File: src/rtl/du8r_pkg.sv
// Package for the double-encoded UTF-8 repair block.
// Holds the length cap, counter width and the byte-class constants.
// No dependencies.
`default_nettype none

package du8r_pkg;

    localparam int MAX_LEN = 65536;
    localparam int CNT_W   = (MAX_LEN > 2) ? $clog2(MAX_LEN) : 1;
    localparam logic [CNT_W-1:0] CNT_LIMIT = CNT_W'(MAX_LEN - 1);

    localparam int ACC_W = 21;

    localparam logic [7:0] BYTE_C2     = 8'hC2;
    localparam logic [7:0] BYTE_C3     = 8'hC3;
    localparam logic [7:0] CONT_TAG    = 8'h80;
    localparam logic [7:0] CONT_MASK   = 8'hC0;
    localparam logic [7:0] LEAD2_MASK  = 8'hE0;
    localparam logic [7:0] LEAD2_TAG   = 8'hC0;
    localparam logic [7:0] LEAD3_MASK  = 8'hF0;
    localparam logic [7:0] LEAD3_TAG   = 8'hE0;
    localparam logic [7:0] LEAD4_MASK  = 8'hF8;
    localparam logic [7:0] LEAD4_TAG   = 8'hF0;

    localparam logic [1:0] NEED_NONE  = 2'd0;
    localparam logic [1:0] NEED_ONE   = 2'd1;
    localparam logic [1:0] NEED_TWO   = 2'd2;
    localparam logic [1:0] NEED_THREE = 2'd3;

endpackage

`default_nettype wire

File: src/rtl/double_utf8_repair.sv
// Top level of the double-encoded UTF-8 repair block.
// Depends on du8r_pkg (length cap, byte-class constants).
// Decodes a twice-encoded string byte by byte and reports if the repair applies.
`default_nettype none

// Channel   | dir | tdata                          | tuser     | tlast
// ----------+-----+--------------------------------+-----------+----------
// s_axis    | in  | [7:0] in_byte                  | -         | last
// m_axis    | out | [7:0] out_byte, [8] repaired   | has_byte  | done_res
//
// One word in, one word out. A word accepted sits in the input register (or in the
// skid register while that is held); the decode, watch and lax-check logic works
// on it and the result is registered in the output register once that slot is free.
// One word per cycle sustained while m_tready stays high.
// s_tready comes from a registered skid stage, so it does not depend on
// m_tready in the same cycle. Reset clears all valids and the string state;
// the state is cleared again after every last word.

module double_utf8_repair
    import du8r_pkg::*;
(
    input  wire logic        clk,
    input  wire logic        rst_n,
    input  wire logic        s_tvalid,
    output      logic        s_tready,
    input  wire logic [7:0]  s_tdata,   // [7:0] in_byte
    input  wire logic        s_tlast,   // last
    output      logic        m_tvalid,
    input  wire logic        m_tready,
    output      logic [15:0] m_tdata,   // [7:0] out_byte, [8] repaired, [15:9] zero
    output      logic        m_tuser,   // has_byte
    output      logic        m_tlast    // done_res
);

    // Handshake and staging registers
    logic             in_valid_reg;
    logic [7:0]       in_byte_reg;
    logic             in_last_reg;
    logic             skid_valid_reg;
    logic [7:0]       skid_byte_reg;
    logic             skid_last_reg;
    logic             out_valid_reg;
    logic             out_has_reg;
    logic [7:0]       out_byte_reg;
    logic             out_done_reg;
    logic             out_rep_reg;

    // String state
    logic [7:0]       prev_byte_reg,   prev_byte_next;
    logic             moji_seen_reg,   moji_seen_next;
    logic [1:0]       decode_left_reg, decode_left_next;
    logic [ACC_W-1:0] code_accum_reg,  code_accum_next;
    logic             aborted_reg,     aborted_next;
    logic [CNT_W-1:0] out_count_reg,   out_count_next;
    logic [1:0]       check_need_reg,  check_need_next;
    logic             check_cont_reg,  check_cont_next;
    logic             check_bad_reg,   check_bad_next;

    logic             emit;
    logic [7:0]       emit_val;
    logic             rep;

    logic             accept;
    logic             advance;
    logic             in_free;

    assign s_tready = !skid_valid_reg;
    assign accept   = s_tvalid && s_tready;
    // Move the held word into the output register when that slot is free
    assign advance  = in_valid_reg && (!out_valid_reg || m_tready);
    assign in_free  = !in_valid_reg || advance;

    // Input register with skid stage
    always_ff @(posedge clk or negedge rst_n)
    begin
        if (!rst_n)
        begin
            in_valid_reg   <= 1'b0;
            skid_valid_reg <= 1'b0;
        end
        else
        begin
            if (in_free)
            begin
                if (skid_valid_reg)
                begin
                    in_valid_reg   <= 1'b1;
                    skid_valid_reg <= 1'b0;
                end
                else
                begin
                    in_valid_reg <= accept;
                end
            end
            else if (accept)
            begin
                skid_valid_reg <= 1'b1;
            end
        end
    end

    always_ff @(posedge clk)
    begin
        if (in_free)
        begin
            if (skid_valid_reg)
            begin
                in_byte_reg <= skid_byte_reg;
                in_last_reg <= skid_last_reg;
            end
            else if (accept)
            begin
                in_byte_reg <= s_tdata;
                in_last_reg <= s_tlast;
            end
        end
        if (!in_free && accept)
        begin
            skid_byte_reg <= s_tdata;
            skid_last_reg <= s_tlast;
        end
    end

    // Decode, double-encoding watch and lax check for the held word
    always_comb
    begin
        logic       complete;
        logic [7:0] b;
        logic       lst;

        b        = in_byte_reg;
        lst      = in_last_reg;
        complete = 1'b0;
        emit     = 1'b0;
        emit_val = 8'd0;
        rep      = 1'b0;

        moji_seen_next = moji_seen_reg
                       | (((prev_byte_reg == BYTE_C3) || (prev_byte_reg == BYTE_C2))
                          && ((b & CONT_MASK) == CONT_TAG));
        prev_byte_next   = b;
        decode_left_next = decode_left_reg;
        code_accum_next  = code_accum_reg;
        aborted_next     = aborted_reg;
        out_count_next   = out_count_reg;
        check_need_next  = check_need_reg;
        check_cont_next  = check_cont_reg;
        check_bad_next   = check_bad_reg;

        if (!aborted_reg)
        begin
            if (decode_left_reg != NEED_NONE)
            begin
                // Continuation taken on trust: append its low six bits
                code_accum_next  = {code_accum_reg[ACC_W-7:0], b[5:0]};
                decode_left_next = decode_left_reg - 2'd1;
                complete         = (decode_left_next == NEED_NONE);
            end
            else if (out_count_reg < CNT_LIMIT)
            begin
                if (!b[7])
                begin
                    emit     = 1'b1;
                    emit_val = b;
                end
                else if ((b & LEAD2_MASK) == LEAD2_TAG)
                begin
                    code_accum_next  = {16'd0, b[4:0]};
                    decode_left_next = NEED_ONE;
                end
                else if ((b & LEAD3_MASK) == LEAD3_TAG)
                begin
                    code_accum_next  = {17'd0, b[3:0]};
                    decode_left_next = NEED_TWO;
                end
                else if ((b & LEAD4_MASK) == LEAD4_TAG)
                begin
                    code_accum_next  = {18'd0, b[2:0]};
                    decode_left_next = NEED_THREE;
                end
                else
                begin
                    // Not a lead byte: copy raw
                    emit     = 1'b1;
                    emit_val = b;
                end
            end

            // String ends inside a sequence: pad the missing bits with zeros
            if (lst && (decode_left_next != NEED_NONE))
            begin
                case (decode_left_next)
                    NEED_ONE:   code_accum_next = {code_accum_next[ACC_W-7:0], 6'd0};
                    NEED_TWO:   code_accum_next = {code_accum_next[ACC_W-13:0], 12'd0};
                    NEED_THREE: code_accum_next = {code_accum_next[ACC_W-19:0], 18'd0};
                    default:    code_accum_next = code_accum_next;
                endcase
                decode_left_next = NEED_NONE;
                complete         = 1'b1;
            end

            if (complete)
            begin
                if (code_accum_next[ACC_W-1:8] == '0)
                begin
                    emit     = 1'b1;
                    emit_val = code_accum_next[7:0];
                end
                else
                begin
                    aborted_next = 1'b1;
                end
            end
        end

        if (emit)
        begin
            out_count_next = out_count_reg + CNT_W'(1);
            // Lax UTF-8 check on the repaired byte
            if (check_need_reg != NEED_NONE)
            begin
                if (check_cont_reg && ((emit_val & CONT_MASK) != CONT_TAG))
                begin
                    check_bad_next = 1'b1;
                end
                check_need_next = check_need_reg - 2'd1;
                check_cont_next = 1'b0;
            end
            else if (!emit_val[7])
            begin
                check_need_next = NEED_NONE;
            end
            else if ((emit_val & LEAD2_MASK) == LEAD2_TAG)
            begin
                check_need_next = NEED_ONE;
                check_cont_next = 1'b1;
            end
            else if ((emit_val & LEAD3_MASK) == LEAD3_TAG)
            begin
                check_need_next = NEED_TWO;
            end
            else if ((emit_val & LEAD4_MASK) == LEAD4_TAG)
            begin
                check_need_next = NEED_THREE;
            end
            else
            begin
                check_bad_next = 1'b1;
            end
        end

        if (lst)
        begin
            rep = moji_seen_next && !aborted_next && !check_bad_next
                  && (check_need_next == NEED_NONE);
            // Drop all string state for the next string
            prev_byte_next   = 8'd0;
            moji_seen_next   = 1'b0;
            decode_left_next = NEED_NONE;
            code_accum_next  = '0;
            aborted_next     = 1'b0;
            out_count_next   = '0;
            check_need_next  = NEED_NONE;
            check_cont_next  = 1'b0;
            check_bad_next   = 1'b0;
        end
    end

    // String state, advanced once per word
    always_ff @(posedge clk or negedge rst_n)
    begin
        if (!rst_n)
        begin
            prev_byte_reg   <= 8'd0;
            moji_seen_reg   <= 1'b0;
            decode_left_reg <= NEED_NONE;
            code_accum_reg  <= '0;
            aborted_reg     <= 1'b0;
            out_count_reg   <= '0;
            check_need_reg  <= NEED_NONE;
            check_cont_reg  <= 1'b0;
            check_bad_reg   <= 1'b0;
        end
        else if (advance)
        begin
            prev_byte_reg   <= prev_byte_next;
            moji_seen_reg   <= moji_seen_next;
            decode_left_reg <= decode_left_next;
            code_accum_reg  <= code_accum_next;
            aborted_reg     <= aborted_next;
            out_count_reg   <= out_count_next;
            check_need_reg  <= check_need_next;
            check_cont_reg  <= check_cont_next;
            check_bad_reg   <= check_bad_next;
        end
    end

    // Output register
    always_ff @(posedge clk or negedge rst_n)
    begin
        if (!rst_n)
        begin
            out_valid_reg <= 1'b0;
        end
        else if (advance)
        begin
            out_valid_reg <= 1'b1;
        end
        else if (m_tready)
        begin
            out_valid_reg <= 1'b0;
        end
    end

    always_ff @(posedge clk)
    begin
        if (advance)
        begin
            out_has_reg  <= emit;
            out_byte_reg <= emit_val;
            out_done_reg <= in_last_reg;
            out_rep_reg  <= rep;
        end
    end

    assign m_tvalid = out_valid_reg;
    assign m_tdata  = {7'd0, out_rep_reg, out_byte_reg};
    assign m_tuser  = out_has_reg;
    assign m_tlast  = out_done_reg;

endmodule

`default_nettype wire
File: config.mk
export PLATFORM = sky130hd
export DESIGN_NAME = double_utf8_repair
export DESIGN_NICKNAME = d
export VERILOG_FILES = /design/src/rtl/du8r_pkg.sv /design/src/rtl/double_utf8_repair.sv
export SDC_FILE = /design/constraint.sdc
export NUM_CORES = 1
export LEC_CHECK = 0
export ABC_AREA = 1
export BUFFER_PORTS_ARGS = -buffer_cell sky130_fd_sc_hd__buf_4
export CELL_PAD_IN_SITES_DETAIL_PLACEMENT = 0
export CELL_PAD_IN_SITES_GLOBAL_PLACEMENT = 1
export CORE_UTILIZATION = 30
export CTS_BUF_LIST = sky130_fd_sc_hd__clkbuf_4 sky130_fd_sc_hd__clkbuf_8
export DETAILED_ROUTE_END_ITERATION = 12
export PLACE_DENSITY_LB_ADDON = 0.3
export SETUP_SLACK_MARGIN = 0.15
export SLEW_MARGIN = 15
export SYNTH_ARGS = -nofsm -noshare
export SYNTH_HDL_FRONTEND = slang
export SYNTH_SLANG_ARGS = --single-unit
File: constraint.sdc
create_clock -name clk -period 3 [get_ports clk]
set_input_delay 0.6 -clock clk [delete_from_list [all_inputs] [get_ports clk]]
set_output_delay 0.6 -clock clk [all_outputs]
set_load 0.01 [all_outputs]
==> metrics.md, run 1 <==
| Metric | Value |
|---|---|
| Post-Synth XOR/XNOR Area | 0.1788% |
| CP bufs+invs | 3 |
| FMAX | between 300 and 400 MHz |
| Finished Layout Cells | 992 |
| Top FF cell, synth | dfrtp_1 |
| Slew Limit Fails | 0 |
| Top delay family on crit path | simple AND/OR/NAND/NOR gates |
| Number of cells on the worst reg-to-reg path | 25 |
| Worst Path Arrival | around 3300 ps |
| Die width | between 100 and 150 um |
| Multiplexer share of the synthesized area | 0% |
| DRC | 0 |
| Cts hold-fix bufs | 0 |
| Share of cells above drive strength 1 | 36.60% |
| Final min period | about 3100 ps |
| Reg clk slew, reported paths | 100 ps |
| Period Utilization, post-route | 104.5% |
| WL per Instance | 13.74 um |
| Reg2Reg Launch Point | out_count_reg[0] |
| Vias in the first global route | 4,348 |
| Most frequent cells in the layout | buf_4, nand2_1, inv_1 |
| Via count | 4,498 |
| GRT overflow | 0 |
| Die height | 129.8 um |
| Reg-to-Reg End | out_rep_reg |
| Htree depth | 3 |
| Synth Area in Adders | 0.2554% |
| Critical path class | flop to flop |
| Ant. Diodes | 0 |
| Port Buffers | 25 |
| Slew @ Worst Pin | ~770 ps |
| CTS tree | done |
| CP Launch Type | flop |
| Final Setup Violations | 13 |
| R2r setup slk | -130 ps |
| Total Routing Usage GR | 17.04% |
| Synth-to-Final Area Change | 38.57% |
| Worst skew pair latency | 380 ps |
| Routed WL | around 14,000 um |
| Failing checks | setup timing |
| Crit. End Element | flop |
| Max-cap violations | 0 |
| Async SR Flop Fraction | 65.48% |
| Multi-input logic area | 2469 um^2 |
| Worst EP required | 3150 ps |
| Core area | approximately 16,000 um^2 |
| Number of flip-flops in the largest register | 21 |
| DP HPWL | between 9000 and 10,000 um |
| Simple-Gate Fraction of Synth Area | a little under a third |
| Final Cell Area | 6788 um^2 |
| Final Hold Viols | 0 |
| Final net count | 785 |
| TritonCTS Buffers | 9 |
| Outcome | finished, violations left |
| Clock Path Buffers | 2 |
| Final WS setup | -134.7 ps |
| Leak | 0.003201 uW |
| Slew HR | between 40% and 50% |
| Placed insts | 950 |
| First-pass GRT wire length | 21,960 um |
| Filler cell count | 1,614 |
| Placed Area | 6078 um^2 |
| Flops & latches, synth | 84 |
| PnR Total Power | ~4500 uW |
| Layout Skew | 17.51 ps |
| Reg area | 2247 um^2 |
| Initial antenna violation count | 0 |
| Synth Cell Area | 4898 um^2 |
| Largest net degree at the start of global routing | 56 |
| Post-synth EDFFs | 29 |
| Sequential share of the synthesized area | a little under half |
| Worst hold path type | input port to asynchronous set/reset pin |
| Violation count after the first detailed-route iteration | 203 |
| VDD IR max | just under 0.0003 V |
| Drt pass-1 iters | 4 |
| Number of clock sinks | 84 |
| Post-DR vias/cell | ~4.5 |
| Row count | 46 |
| Mean Syn Cell Area | 7.888 um^2 |
| Most common cell after layout, fill and taps aside | buf_4 |
| Power Dens Cells | between 600 and 700 nW/um^2 |
| CP max stage cell | dfrtp_1 |
| YS warnings | 0 |
| Gpl congestion | around 0.85 |
| Starting Density | 30.84% |
| Number of distinct library cells after synthesis | 41 |
| CP max FO | 6 |
| Post-route ant nets | 0 |
| Synth Area in Compound Gates | a little under an eighth |
| Core Util, Final | 42.73% |
| Die Area | 16,840 um^2 |
| # IOs | 33 |
| RSZ-0062 raised after global routing | yes |
| Post-synthesis cell count | 621 |
| Worst path max stage delay | 420 ps |
| CTS root buf | clkbuf_8 |
| Largest family of logic cells by synthesized area | simple AND/OR/NAND/NOR gates |
[Yosys cell counts (7+ instances only)]
cell type	n	area, um^2
o21ai_0	19	95.09
nand2_2	11	68.82
nand2_4	9	101.4
o22ai_1	30	187.7
inv_1	87	326.6
buf_4	8	60.06
nand2_1	160	600.6
clkbuf_1	11	41.29
nor2_1	54	202.7
nand3_1	52	260.3
dfrtp_1	55	1376
nand3_2	7	70.07
edfxtp_1	29	870.8
a21oi_1	25	125.1
[worst max-delay path by stage]
| stage | start | endpoint | slack (ps) | cells past startpoint |
|---|---|---|---|---|
| after CTS | out_count_reg[0] | out_rep_reg | -80 | 28 |
| final | out_count_reg[0] | out_rep_reg | -130 | 25 |
| after global placement | out_count_reg[0] | out_rep_reg | -170 | 28 |
| after global routing | out_count_reg[0] | out_rep_reg | -370 | 27 |
| after detailed placement | out_count_reg[0] | out_count_reg[9] | -170 | 23 |
| after floorplan | out_count_reg[0] | out_count_reg[14] | 140 | 26 |
[timing repair]
item                                   CTS  global route
pin swaps                               12            25
setup endpoints to repair               22            29
endpoints found under the hold margin    0             0
gates cloned                             0             1
gates resized for setup                 25            55
buffers inserted                         8            17
[cells by family after synthesis]
kind of cell | count (synthesis)
buf+inv | 121
compound gates | 93
fa+ha+maj | 1
xor+xnor | 1
simple gates | 320
flops | 84
other cells | 1
[power breakdown]
group	total, uW	internal [uW]	switching, uW
combinational	2160	974	1190
clock	852	407	445
sequential	1520	1400	118
[worst reg2reg max path, stage by stage, from the launching register on]
cell     delay (ps)
dfrtp_1         420
ha_4            180
nand3_4          90
nor2_4           40
nand2_4         130
nand3_4          90
nand2_4         110
nand2_8          90
a21oi_4         200
buf_6           150
nand3_2          70
nand2_2          90
nand2_2          60
inv_2            50
nand2_2          60
nor2_4          150
nand3_4         130
nand2_2         110
nand3_4          80
buf_4           150
nor2_1           90
o21ai_1          90
nand2_1          80
nand2_1          60
nand3_1          90
nor2_1           50
[metrics by stage]
stage | setup TNS [ps] | setup slack, ps | hold WS, ps
3_5_place_dp | -1459 | -173.1 | 474.7
6_report | -838.7 | -134.7 | 275.0
3_3_place_gp | -958.6 | -168.3 | 472.9
5_1_grt | -4166 | -367.6 | 325.8
4_1_cts | -327.8 | -76.13 | 303.3
2_1_floorplan | 0 | 141.6 | 304.4
[routing by layer]
layer  share of wire [%]  global-route usage [%]  routed length (um)  vias to the layer above
met5                   0                       0                   0                        -
met4                 1.8                   6.293                 243                        0
met3                 3.5                   2.624                 479                       20
met2                  46                   26.83                6282                       88
met1                  49                   23.63                6628                     2081
li1                    -                       -                   -                     2309
[layout make-up]
type,count,area share (%)
tap,216,3.982
clock buffer,10,2.028
clock inverter,6,0.9217
sequential,84,33.11
multi-input combinational,423,36.37
timing repair buffer,156,18.03
inverter,97,5.567
Note: power is estimated with default switching activity, not from simulation.
==> inputs of run 2 (changes only) <==
- CELL_PAD_IN_SITES_DETAIL_PLACEMENT: 0 -> 1
- CELL_PAD_IN_SITES_GLOBAL_PLACEMENT: 1 -> 2
- REMOVE_ABC_BUFFERS: unset -> 1
==> run 2 against run 1 <==
  * The run still ends with setup timing left
  * Hold slack improved by 4.7 ps
  * Design area up 4.2%
  * Largest cell class unchanged
  * Final cell count up 1.2%
  * Utilization rose by 1.8 points
  * Sequential share of layout area shrank 1.3 points
  * Sequential power about the same
  * Critical endpoint is now out_count_reg[8]
  * Critical path type unchanged
  * Global-route usage increased by 3.1 points
  * Sequential cell count unchanged
  * Total power grew 6.8%
==> metrics.md, run 2 (synthesis results as in run 1) <==
| Metric | Value |
|---|---|
| Initial antenna violation count | 0 (unchanged) |
| Met1 Wirelength | 7587 um (+14%) |
| Starting Density | 30.84% (unchanged) |
| Core area | 15,890 um^2 (unchanged) |
| Worst path max stage delay | 420 ps (about the same) |
| RSZ-0062 raised after global routing | yes |
| Largest net degree at the start of global routing | 56 (unchanged) |
| Row count | 46 (unchanged) |
| Die height | 129.8 um (unchanged) |
| Highest layer used for signal routing | met4 |
| Critical path's most frequent cell | nand2_4 |
| FMAX | 319.8 MHz (+0.24%) |
| Final min period | 3127 ps (-7.650 ps) |
| CP max stage cell | dfrtp_1 |
| DP HPWL | 11,720 um (+20%) |
| VDD IR max | 0.0003310 V (+12%) |
| Total Routing Usage GR | 20.16% (+3.1 points) |
| Worst Setup SP | out_count_reg[0] |
| Die Area | 16,840 um^2 (unchanged) |
| First-pass GRT wire length | 25,660 um (+17%) |
| Final Hold Viols | 0 (unchanged) |
| Post-route ant nets | 0 (unchanged) |
| Clock Path Buffers | 2 (unchanged) |
| Post-DR vias/cell | 4.742 (+4.6%) |
| Synth-to-Final Area Change | 44.34% |
| Worst Path Arrival | 3440 ps (+160 ps) |
| Top delay family on crit path | simple AND/OR/NAND/NOR gates |
| Core Util, Final | 44.51% (+1.8 points) |
| Most frequent cells in the layout | buf_4, nand2_1, inv_1 |
| Reg2Reg Launch Point | out_count_reg[0] |
| Via count | 4,761 (+5.8%) |
| GRT overflow | 0 (unchanged) |
| Worst slack, placed | -323.3 ps (-150.2 ps) |
| Period Utilization, post-route | 104.2% (-0.26 points) |
| CTS root buf | clkbuf_8 |
| Slew @ Worst Pin | 779.7 ps (+8.377 ps) |
| Most common cell after layout, fill and taps aside | buf_4 |
| Slew Limit Fails | 0 (unchanged) |
| Failing checks | setup timing |
| Placed insts | 952 (+0.21%) |
| CP bufs+invs | 5 (+2) |
| Outcome | finished, violations left |
| Met2 routed WL | 7710 um (+23%) |
| WL per Instance | 15.97 um (+16%) |
| Max-cap violations | 0 (unchanged) |
| Worst skew pair latency | 380 ps (about the same) |
| Drt pass-1 iters | 4 (unchanged) |
| TritonCTS Buffers | 9 (unchanged) |
| Setup TNS | -1017 ps (-178.4 ps) |
| Final net count | 797 (+1.5%) |
| Violation count after the first detailed-route iteration | 242 (+19%) |
| Ant. Diodes | 0 (unchanged) |
| Die width | 129.8 um (unchanged) |
| Slew HR | 48.02% (-0.56 points) |
| Final WS setup | -127.1 ps (+7.650 ps) |
| Worst hold path type | input port to asynchronous set/reset pin |
| Layout Skew | 13.26 ps (-4.248 ps) |
| Critical path class | flop to flop |
| Gpl congestion | 0.8787 (+3.1%) |
| CTS tree | done |
| Worst EP required | 3310 ps (+160 ps) |
| DRC | 0 (unchanged) |
| Routed WL | 16,030 um (+18%) |
| Met3 routed WL | 480 um (+0.21%) |
| Htree depth | 3 (unchanged) |
| Leak | 0.003323 uW (+3.8%) |
| Vias in the first global route | 5,025 (+16%) |
| Number of flip-flops in the largest register | 21 (unchanged) |
| Number of clock sinks | 84 (unchanged) |
| Share of cells above drive strength 1 | 40.99% (+4.4 points) |
| Reg clk slew, reported paths | 90 ps (about the same) |
| Cts hold-fix bufs | 0 (unchanged) |
| Finished Layout Cells | 1,004 (+1.2%) |
| # IOs | 33 (unchanged) |
| Final Setup Violations | 14 (+1) |
| PnR Total Power | 4843 uW (+6.8%) |
| Crit. End Element | flop |
| Port Buffers | 25 (unchanged) |
| CP max FO | 8 (+2) |
| Power Dens Cells | 685.0 nW/um^2 (+2.5%) |
| CP Launch Type | flop |
## run 2: changes by cell type in the layout (fill, tap and decap cells not counted), sizes merged
cell	delta
buf	+13
bufinv	+1
clkinv	+1
clkinvlp	-2
inv	-1
## run 2: where the power goes
part           switching [uW]  total, uW  internal (uW)
clock                     435        922            487
combinational            1350       2400           1050
sequential                118       1520           1400
## run 2: cell type report
cell class / count / area, um^2
clock buffer: 11 / 138.9
clock inverter: 5 / 78.83
fill: 1920 / 8815
inverter: 97 / 372.9
multi-input combinational: 423 / 2644
sequential: 84 / 2247
tap: 216 / 270.3
timing repair buffer: 168 / 1319
## run 2: worst register-to-register path, stage by stage (launching register included)
cell	delay, ps
dfrtp_1	420
ha_4	180
nand3_4	70
nor2_4	40
nand2_4	120
nand3_4	100
nand2_4	120
nand2_8	90
a21oi_4	160
buf_12	150
nand3_4	80
nand2_4	90
nand2_2	70
inv_2	50
nand2_2	50
nor2_4	150
nand3_4	150
nand2_4	100
nand2_4	60
nand2_8	80
inv_6	30
nor2_4	130
nand2_4	90
buf_4	140
buf_4	130
a21oi_2	100
o21a_1	120
## run 2: path summary, 6_finish.rpt
| kind | endpoint | slack [ps] | depth (start not counted) |
|---|---|---|---|
| max | out_count_reg[8] | -130 | 26 |
| min | code_accum_reg[12] | 280 | 1 |
| max reg2reg | out_count_reg[8] | -130 | 26 |
| min reg2reg | prev_byte_reg[6] | 490 | 2 |
| max in group asynchronous | decode_left_reg[0] | 2180 | 1 |
| min in group clk | skid_last_reg | 410 | 1 |
## run 2: stage by stage
stage          hold slack [ps]  cell area [um^2]
3_3_place_gp             473.6              6038
6_report                 279.7              7071
5_1_grt                  322.4              7071
2_1_floorplan            304.4              4770
3_5_place_dp             477.0              6038
4_1_cts                  310.5              6675
## run 2: repair_timing
action | CTS | global route
gates resized for setup | 65 | 72
endpoints found under the setup margin | 24 | 29
gates cloned | 0 | 1
buffers inserted | 20 | 15
pin swaps | 33 | 52
## run 2: layer usage
layer	global-route usage, %	up-vias
met2	32.49	73
met5	0	-
li1	-	2332
met1	27.02	2337
met3	3.198	19
met4	8.140	0
==> inputs of run 3 (changes only) <==
--- a/config.mk
+++ b/config.mk
@@ -11,3 +11,3 @@
 export CELL_PAD_IN_SITES_GLOBAL_PLACEMENT = 2
-export CORE_UTILIZATION = 30
+export CORE_UTILIZATION = 34
 export CTS_BUF_LIST = sky130_fd_sc_hd__clkbuf_4 sky130_fd_sc_hd__clkbuf_8
@@ -17,3 +17,3 @@
 export SETUP_SLACK_MARGIN = 0.15
-export SLEW_MARGIN = 15
+export SLEW_MARGIN = 10
 export SYNTH_ARGS = -nofsm -noshare
==> constraint.sdc (replaced) <==
create_clock -name clk -period 3 [get_ports clk]
set_input_delay 0.3 -clock clk [delete_from_list [all_inputs] [get_ports clk]]
set_output_delay 0.3 -clock clk [all_outputs]
set_load 0.01 [all_outputs]
==> run 3 against run 2 <==
  * The run still ends with setup timing left
  * Sequential share of layout area rose by 1.0 points
  * Setup slack got worse by 110 ps
  * Total power fell by 0.46%
  * Combinational power hardly changed
  * Sequential power is essentially flat
  * Sequential cell count is the same
  * Design area down 3.0%
  * Clock power shrank 5.6%
  * Critical path type unchanged
  * Critical endpoint is now out_count_reg[14]
  * Highest routed layer unchanged
==> metrics.md, run 3 (synthesis results as in run 1) <==
| Metric | Value |
|---|---|
| Routed WL | 16,500 um (+2.9%) |
| Final net count | 790 (-0.88%) |
| Crit. End Element | flop |
| CTS tree | done |
| Slew HR | 47.73% (-0.29 points) |
| Number of cells on the worst reg-to-reg path | 26 (unchanged) |
| Worst skew pair latency | 380 ps (about the same) |
| CP max stage cell | dfrtp_1 |
| Most frequent cells in the layout | buf_4, nand2_1, inv_1 |
| Slew Limit Fails | 0 (unchanged) |
| WHS | 5.226 ps (-274.5 ps) |
| Number of clock sinks | 84 (unchanged) |
| CP bufs+invs | 2 (-3) |
| Port Buffers | 25 (unchanged) |
| Post-route ant nets | 0 (unchanged) |
| Die Area | 14,890 um^2 (-12%) |
| Violation count after the first detailed-route iteration | 204 (-16%) |
| Final Setup Violations | 19 (+5) |
| WL per Instance | 17.17 um (+7.5%) |
| FMAX | 308.8 MHz (-3.4%) |
| Top delay family on crit path | simple AND/OR/NAND/NOR gates |
| Total Routing Usage GR | 23.11% (+3.0 points) |
| Internal | 2897 uW (-1.5%) |
| Placed Area | 5961 um^2 (-1.3%) |
| Failing checks | setup timing |
| Outcome | finished, violations left |
| Initial antenna violation count | 0 (unchanged) |
| Period Utilization, post-route | 107.9% (+3.7 points) |
| Critical path class | flop to flop |
| # IOs | 33 (unchanged) |
| Final WS setup | -238.1 ps (-111.0 ps) |
| Number of flip-flops in the largest register | 21 (unchanged) |
| Worst EP required | 3320 ps (about the same) |
| Worst Path Arrival | 3560 ps (+120 ps) |
| CP max FO | 7 (-1) |
| Setup TNS | -3001 ps (-1984 ps) |
| DP HPWL | 11,600 um (-1.1%) |
| Vias in the first global route | 5,112 (+1.7%) |
| Clock power share | 18.0% (-1.0 points) |
| Row count | 43 (-6.5%) |
| First-pass GRT wire length | 26,080 um (+1.6%) |
| Largest net degree at the start of global routing | 56 (unchanged) |
| TritonCTS Buffers | 9 (unchanged) |
| Gpl congestion | 0.8278 (-5.8%) |
| Placed insts | 910 (-4.4%) |
| VDD IR max | 0.0002828 V (-15%) |
| Die height | 122.0 um (-6.0%) |
| Most common cell after layout, fill and taps aside | buf_4 |
| Post-DR vias/cell | 4.995 (+5.3%) |
| GRT overflow | 0 (unchanged) |
| Sequential share of power | 31.6% (+0.2 points) |
| Worst hold path type | input port to asynchronous set/reset pin |
| Starting Density | 35.02% (+4.2 points) |
| Worst path max stage delay | 410 ps (about the same) |
| Final Cell Area | 6855 um^2 (-3.0%) |
| Via count | 4,800 (+0.82%) |
| Comb pwr share | 50.4% (+0.8 points) |
| CP Launch Type | flop |
| Power Dens Cells | 703.2 nW/um^2 (+2.7%) |
| Max-cap violations | 0 (unchanged) |
| Reg-to-Reg End | out_count_reg[14] |
| Layout Skew | 24.85 ps (+11.59 ps) |
| Core area | 13,990 um^2 (-12%) |
| Slew @ Worst Pin | 784.0 ps (+4.294 ps) |
| Leak | 0.003263 uW (-1.8%) |
| Reg clk slew, reported paths | 110 ps (+20 ps) |
| Critical path's most frequent cell | nand2_4 |
| Reg2Reg Launch Point | out_count_reg[0] |
| Final min period | 3238 ps (+111.0 ps) |
| Synth-to-Final Area Change | 39.95% |
| Final Hold Viols | 0 (unchanged) |
| Share of cells above drive strength 1 | 39.18% (-1.8 points) |
| Psw | 1924 uW (+1.2%) |
| Drt pass-1 iters | 4 (unchanged) |
| Core Util, Final | 49.01% (+4.5 points) |
| CTS root buf | clkbuf_8 |
| Net Sw Frac | 39.90% (+0.66 points) |
| Ant. Diodes | 0 (unchanged) |
| DRC | 0 (unchanged) |
| Clock Path Buffers | 2 (unchanged) |
| R2r setup slk | -240 ps (-110 ps) |
| Die width | 122.0 um (-6.0%) |
| RSZ-0062 raised after global routing | yes |
| Htree depth | 3 (unchanged) |
| Finished Layout Cells | 961 (-4.3%) |
==> run 3: worst max-delay path by stage <==
stage,from,to,depth (start not counted)
final,out_count_reg[0],out_count_reg[14],26
after global routing,out_count_reg[0],out_rep_reg,27
after CTS,out_count_reg[1],out_count_reg[14],26
after detailed placement,out_count_reg[0],out_rep_reg,27
after global placement,out_count_reg[0],out_rep_reg,27
after floorplan,out_count_reg[0],out_count_reg[14],25
==> run 3: layout make-up <==
| cell class | instances | area (um^2) |
|---|---|---|
| clock buffer | 12 | 152.6 |
| timing repair buffer | 161 | 1274 |
| sequential | 84 | 2247 |
| fill | 1735 | 7133 |
| multi-input combinational | 423 | 2530 |
| inverter | 97 | 375.4 |
| tap | 180 | 225.2 |
| clock inverter | 4 | 51.30 |
==> run 3: repair_timing <==
item | 4_1_cts | 5_1_grt
buffers inserted | 28 | 6
hold buffers | 0 | 0
endpoints found under the setup margin | 26 | 31
gates cloned | 0 | 1
resized for setup | 54 | 63
hold endpoints to repair | 0 | 0
pin swaps | 28 | 37
==> run 3: metrics by stage <==
step           worst slack, ps  total power (uW)
2_1_floorplan            89.98              2521
3_3_place_gp            -188.1              3341
3_5_place_dp            -344.3              3400
4_1_cts                 -159.0              4571
5_1_grt                 -436.4              5086
6_report                -238.1              4821
==> run 3: metal layers <==
metal	vias up	part of all wire (%)	track usage [%]	wire (um)
li1	2316	-	-	-
met1	2384	47	30.17	7735
met2	77	49	39.62	8064
met3	23	2.4	2.528	404
met4	0	1.8	7.716	292
met5	-	0	0	0
==> run 3: power by group through the flow <==
stage	clock network, uW	logic, uW	registers (uW)
3_3_place_gp	0	1810	1530
2_1_floorplan	0	990	1530
5_1_grt	921	2620	1540
4_1_cts	889	2160	1520
6_report	870	2430	1520
3_5_place_dp	0	1860	1540
